==> src/rtl/core/lkv_pkg.sv <==
`default_nettype none
package lkv_pkg;

  // defaults for the top level parameters
  localparam int MAX_ENTRIES_DEF = 256;
  localparam int KEY_BITS_DEF    = 32;
  localparam int VALUE_BITS_DEF  = 64;

  // fixed field widths
  localparam int FUNC_W = 2;
  localparam int KEY_W  = 32;
  localparam int DATA_W = 64;
  localparam int OCC_W  = 9;
  localparam int CNT_W  = 32;
  localparam int CAP_W  = 9;

  localparam logic [CAP_W-1:0] CAP_RESET = 9'd256;

  // stream widths and field positions
  localparam int IN_TDATA_W  = 96;
  localparam int OUT_TDATA_W = 144;
  localparam int OUT_TUSER_W = 2;
  localparam int IN_KEY_LO   = 0;
  localparam int IN_DATA_LO  = 32;
  localparam int OD_DATA_LO  = 0;
  localparam int OD_OCC_LO   = 64;
  localparam int OD_HITS_LO  = 73;
  localparam int OD_MISS_LO  = 105;
  localparam int OD_USED_W   = 137;
  localparam int TU_HIT      = 0;
  localparam int TU_EVICT    = 1;

  // operation codes
  typedef enum logic [FUNC_W-1:0] {
    FUNC_LOOKUP = 2'd0,
    FUNC_INSERT = 2'd1,
    FUNC_CLEAR  = 2'd2
  } func_t;

  // controller to datapath commands
  typedef struct packed {
    logic load;
    logic scan;
    logic commit;
    logic upd;
    logic out_load;
  } lkv_cmd_t;

  // datapath to controller status
  typedef struct packed {
    logic need_search;
    logic need_update;
  } lkv_stat_t;

endpackage
`default_nettype wire

==> src/rtl/core/lkv_ctrl.sv <==
`default_nettype none
module lkv_ctrl
  import lkv_pkg::*;
#(
  parameter int MAX_ENTRIES = MAX_ENTRIES_DEF
) (
  input  logic                           clk,
  input  logic                           rst_n,
  input  logic                           in_tvalid,
  output logic                           in_tready,
  output logic                           out_tvalid,
  input  logic                           out_tready,
  output lkv_cmd_t                       cmd,
  output logic [$clog2(MAX_ENTRIES)-1:0] addr,
  input  lkv_stat_t                      stat
);

  localparam int AW = $clog2(MAX_ENTRIES);
  localparam int SW = $clog2(MAX_ENTRIES + 2);
  localparam logic [SW-1:0] ISSUE_END = SW'(MAX_ENTRIES);
  localparam logic [SW-1:0] SCAN_END  = SW'(MAX_ENTRIES + 1);

  typedef enum logic [2:0] {
    S_IDLE,
    S_SEARCH,
    S_COMMIT,
    S_UPDATE,
    S_RESULT
  } state_t;

  state_t        state_r, state_nxt;
  logic [SW-1:0] cnt_r, cnt_nxt;
  logic          out_valid_r, out_valid_nxt;

  // next state and commands
  always_comb begin
    cmd           = '0;
    state_nxt     = state_r;
    cnt_nxt       = cnt_r;
    out_valid_nxt = out_valid_r && !out_tready;
    case (state_r)
      S_IDLE: begin
        if (in_tvalid) begin
          cmd.load  = 1'b1;
          cnt_nxt   = '0;
          state_nxt = S_SEARCH;
        end
      end
      S_SEARCH: begin
        if (!stat.need_search) begin
          state_nxt = S_COMMIT;
        end else begin
          cmd.scan = (cnt_r < ISSUE_END);
          cnt_nxt  = cnt_r + 1'b1;
          if (cnt_r == SCAN_END) begin
            state_nxt = S_COMMIT;
          end
        end
      end
      S_COMMIT: begin
        cmd.commit = 1'b1;
        cnt_nxt    = '0;
        state_nxt  = stat.need_update ? S_UPDATE : S_RESULT;
      end
      S_UPDATE: begin
        cmd.upd = (cnt_r < ISSUE_END);
        cnt_nxt = cnt_r + 1'b1;
        if (cnt_r == ISSUE_END) begin
          state_nxt = S_RESULT;
        end
      end
      S_RESULT: begin
        if (!out_valid_r || out_tready) begin
          cmd.out_load  = 1'b1;
          out_valid_nxt = 1'b1;
          state_nxt     = S_IDLE;
        end
      end
      default: begin
        state_nxt = S_IDLE;
      end
    endcase
  end

  // state and registered outputs
  always_ff @(posedge clk) begin
    if (!rst_n) begin
      state_r     <= S_IDLE;
      cnt_r       <= '0;
      out_valid_r <= 1'b0;
    end else begin
      state_r     <= state_nxt;
      cnt_r       <= cnt_nxt;
      out_valid_r <= out_valid_nxt;
    end
  end

  assign in_tready  = (state_r == S_IDLE);
  assign out_tvalid = out_valid_r;
  assign addr       = cnt_r[AW-1:0];

endmodule
`default_nettype wire

==> config.mk <==
export PLATFORM = sky130hd
export DESIGN_NAME = lkv_ctrl
export DESIGN_NICKNAME = d
export VERILOG_FILES = /design/src/rtl/core/lkv_pkg.sv /design/src/rtl/core/lkv_ctrl.sv
export SDC_FILE = /design/constraint.sdc
export NUM_CORES = 1
export LEC_CHECK = 0
export ABC_CLOCK_PERIOD_IN_PS = 4800
export CAP_MARGIN = 20
export CORE_ASPECT_RATIO = 0.9
export CORE_UTILIZATION = 50
export DETAILED_ROUTE_END_ITERATION = 16
export DONT_BUFFER_PORTS = 1
export HOLD_SLACK_MARGIN = 0.15
export PLACE_DENSITY = 0.74
export RECOVER_POWER = 50
export SLEW_MARGIN = 20
export SYNTH_ARGS = -nofsm -noshare
export SYNTH_HDL_FRONTEND = slang
export SYNTH_SLANG_ARGS = --single-unit
==> constraint.sdc <==
create_clock -name clk -period 4.8 [get_ports clk]
set_input_delay 0.72 -clock clk [delete_from_list [all_inputs] [get_ports clk]]
set_output_delay 0.72 -clock clk [all_outputs]
set_load 0.01 [all_outputs]
==> run_results.csv <==
group,metric,value,unit
synthesis,synth.avg_cell_area,8.30,µm²
timing,rsz0062_at_grt,"false",
synthesis,yosys.area_share.xor_xnor,1.99,%
final_layout,diodes,0,
placed_design,port-buffer-count,0,
synthesis,synth_area,880,µm²
setup_path,crit_path_start_kind,"register",
placed_design,place_inst,117,
synthesis,synth_top_cell_by_area,"dfxtp_1",
drt,postRouteAntennaNets,0,
pwr,power.total,0.239,mW
synthesis,ys_async_sr_fraction,0,%
timing,maxClockFrequency,0.445,GHz
timing,worst_slack,2550,ps
synthesis,netlist.area_leader.share,29.6,%
synthesis,ys_ff_latch,13,
timing,fin_crit_sh,46.8,%
timing,setup_violations,0,
synthesis,synth_cells,106,
global_route,antenna_found_initial,0,
drt,met3_length,158,µm
cts,cts_setup_buffers,0,
final_layout,fin_nets,109,
floorplan,coreArea,0.00155,mm²
synthesis,yosysSeqAreaShare,29.6,%
outcome,outcome,"finished, final reports clean",
floorplan,start_util,56.9,%
floorplan,die-area,0.00193,mm²
placed_design,hpwl,1.36,mm
cts,worst_skew_pair.late_latency,290,ps
synthesis,synthMuxAreaShare,2.84,%
setup_path,cp.required,4080,ps
cts,cts_root_buffer,"clkbuf_4",
synthesis,synthSimpleGateAreaFrac,25.0,%
placed_design,place_ws,2860,ps
cts,holdBufCountCts,0,
cts,clock-sinks,13,
timing,final-hold-violation-count,0,
synthesis,syn_nets,115,
pwr,power.leakage,0.285,nW
synthesis,ys_warn_count,0,
floorplan,die_w,46.2,µm
final_layout,drive_above_1_share,9.09,%
synthesis,synthFlopType,"dfxtp_1",
timing,max_slew_margin,62.8,%
pwr,peakVddDrop,154,µV
placed_design,postPlaceCellArea,833,µm²
placed_design,place_congestion,0.852,
global_route,grt_usage,21.8,%
setup_path,cp_top_family,"flip-flops",
final_layout,multi_input_area,512,µm²
cts,clk_pin_slew,90,ps
timing,final.setup.tns,0,ps
timing,maxSlewViolCount,0,
synthesis,synth_commonest_cells,"dfxtp_1, a21oi_1, buf_4, inv_1, nand3_1",
timing,hold_slack,556,ps
job,maxCapViolCount,0,
final_layout,final_util,55.5,%
final_layout,regArea,260,µm²
min_path,hp-class,"reg -> reg",
cts,ctsLongestPathBuffers,2,
cts,cts_resized,0,
floorplan,core.rowCount,13,
drt,top_layer_used,"met3",
setup_path,path_cells,"inv_1 -> nand3_1 -> inv_1 -> and2_1",
timing,min_period,2250,ps
global_route,grt_max_degree,15,
setup_path,crit_top_cell,"inv_1",
drt,wirelength,1.85,mm
min_path,worstHoldStart,"cnt_r[8]$_SDFFE_PN0P_",
global_route,grt_pass1_vias,668,
drt,drc,0,
final_layout,instances_no_fill,121,
drt,vias,742,
setup_path,cp.buffers_inverters,2,
global_route,grt_pass1_wl,3.06,mm
synthesis,synth-edff-count,0,
setup_path,cp_slowest_cell,"dfxtp_1",
synthesis,synth_cell_type_count,39,
synthesis,synth_top_family_by_area,"simple AND/OR/NAND/NOR gates",
setup_path,timing.rr.start,"state_r[0]$_SDFFE_PN0P_",
setup_path,critPathMaxStageDelay,580,ps
floorplan,io_pins,21,
final_layout,fin_area,857,µm²
drt,wire_per_inst,15.3,µm
pwr,p_per_area,279,mW/mm²
synthesis,synth_compound_area_share,24.5,%
cts,cts_tree,"built",
drt,drt_iter0_markers,43,
setup_path,cp.arrival,1530,ps
timing,fin_skew,10.4,ps
setup_path,path_class,"reg -> out",
setup_path,crit_fanout,14,
final_layout,area_delta_synth_final,-2.56,%
drt,first_pass_iters,4,
setup_path,cp-startpoint,"state_r[2]$_SDFFE_PN0P_",
drt,met2WireLength,821,µm
global_route,grt_overflow,0,
setup_path,cp-end-kind,"output port",
drt,vias_per_cell,6.13,
floorplan,die_h,41.8,µm
timing,tightestPinTransition,553,ps
cts,htreeDepth,1,
final_layout,fill_cells,148,
synthesis,synth_area_leaders,"dfxtp_1, buf_4, a21oi_1",
cts,numCtsBuffers,3,
drt,wirelength_met1,874,µm
synthesis,synthAdderAreaFrac,4.27,%
synthesis,yosysMostFrequentCell,"dfxtp_1",
-- layer usage --
metal  vias up  global-route usage [%]
li1        362                       -
met2        33                    29.3
met4         0                    4.12
met5         -                       0
met1       347                    30.5
met3         0                    11.7
-- cells by family (layout without fill, tap and decap cells) --
logic type                 after synthesis  in the layout
adders and majority gates                3              3
xor gates and xnor gates                 2              2
AOI/OAI and AO/OA                       28             28
and+or+nand+nor                         39             39
buffers and inverters                   19             12
DFF                                     13             13
muxes                                    2              2
-- registers in the layout, indices dropped and copies added (netlist names) --
register,cells
state_r,3
cnt_r,9
out_tvalid,1
-- worst register-to-register path: cells and delay by family, from the launching register on --
kind / cells / cell delay, ps
and+or+nand+nor: 1 / 550
DFF: 1 / 570
muxes: 1 / 290
AOI/OAI and AO/OA: 2 / 370
-- final timing paths --
path | to | slack (ps) | cells after the start
setup / recovery | cmd[4] | 2550 | 4
hold / removal | cnt_r[8]$_SDFFE_PN0P_ | 560 | 2
setup reg to reg | cnt_r[8]$_SDFFE_PN0P_ | 2970 | 4
hold reg to reg | cnt_r[8]$_SDFFE_PN0P_ | 560 | 2
-- area by class of cell --
cell class,instances,area share [%]
clock buffer,3,2.63
clock inverter,1,0.584
inverter,8,3.50
multi-input combinational,74,59.7
sequential,13,30.4
tap,22,3.21
-- layout by cell type (no fill, tap or decap), types with 3 or more instances in the layout --
cell type	n
a21oi_1	9
clkbuf_4	3
dfxtp_1	13
ha_1	3
inv_1	8
nand2_1	7
nand3_1	8
nor2_1	7
o21ai_0	4
o31ai_1	3
or4_1	4
-- power by group --
part           switching (mW)  internal, mW  total [mW]
sequential             0.0130         0.112       0.125
combinational          0.0279        0.0164      0.0443
clock                  0.0391        0.0310      0.0701
No activity file was read; power rests on OpenSTA's default activity.
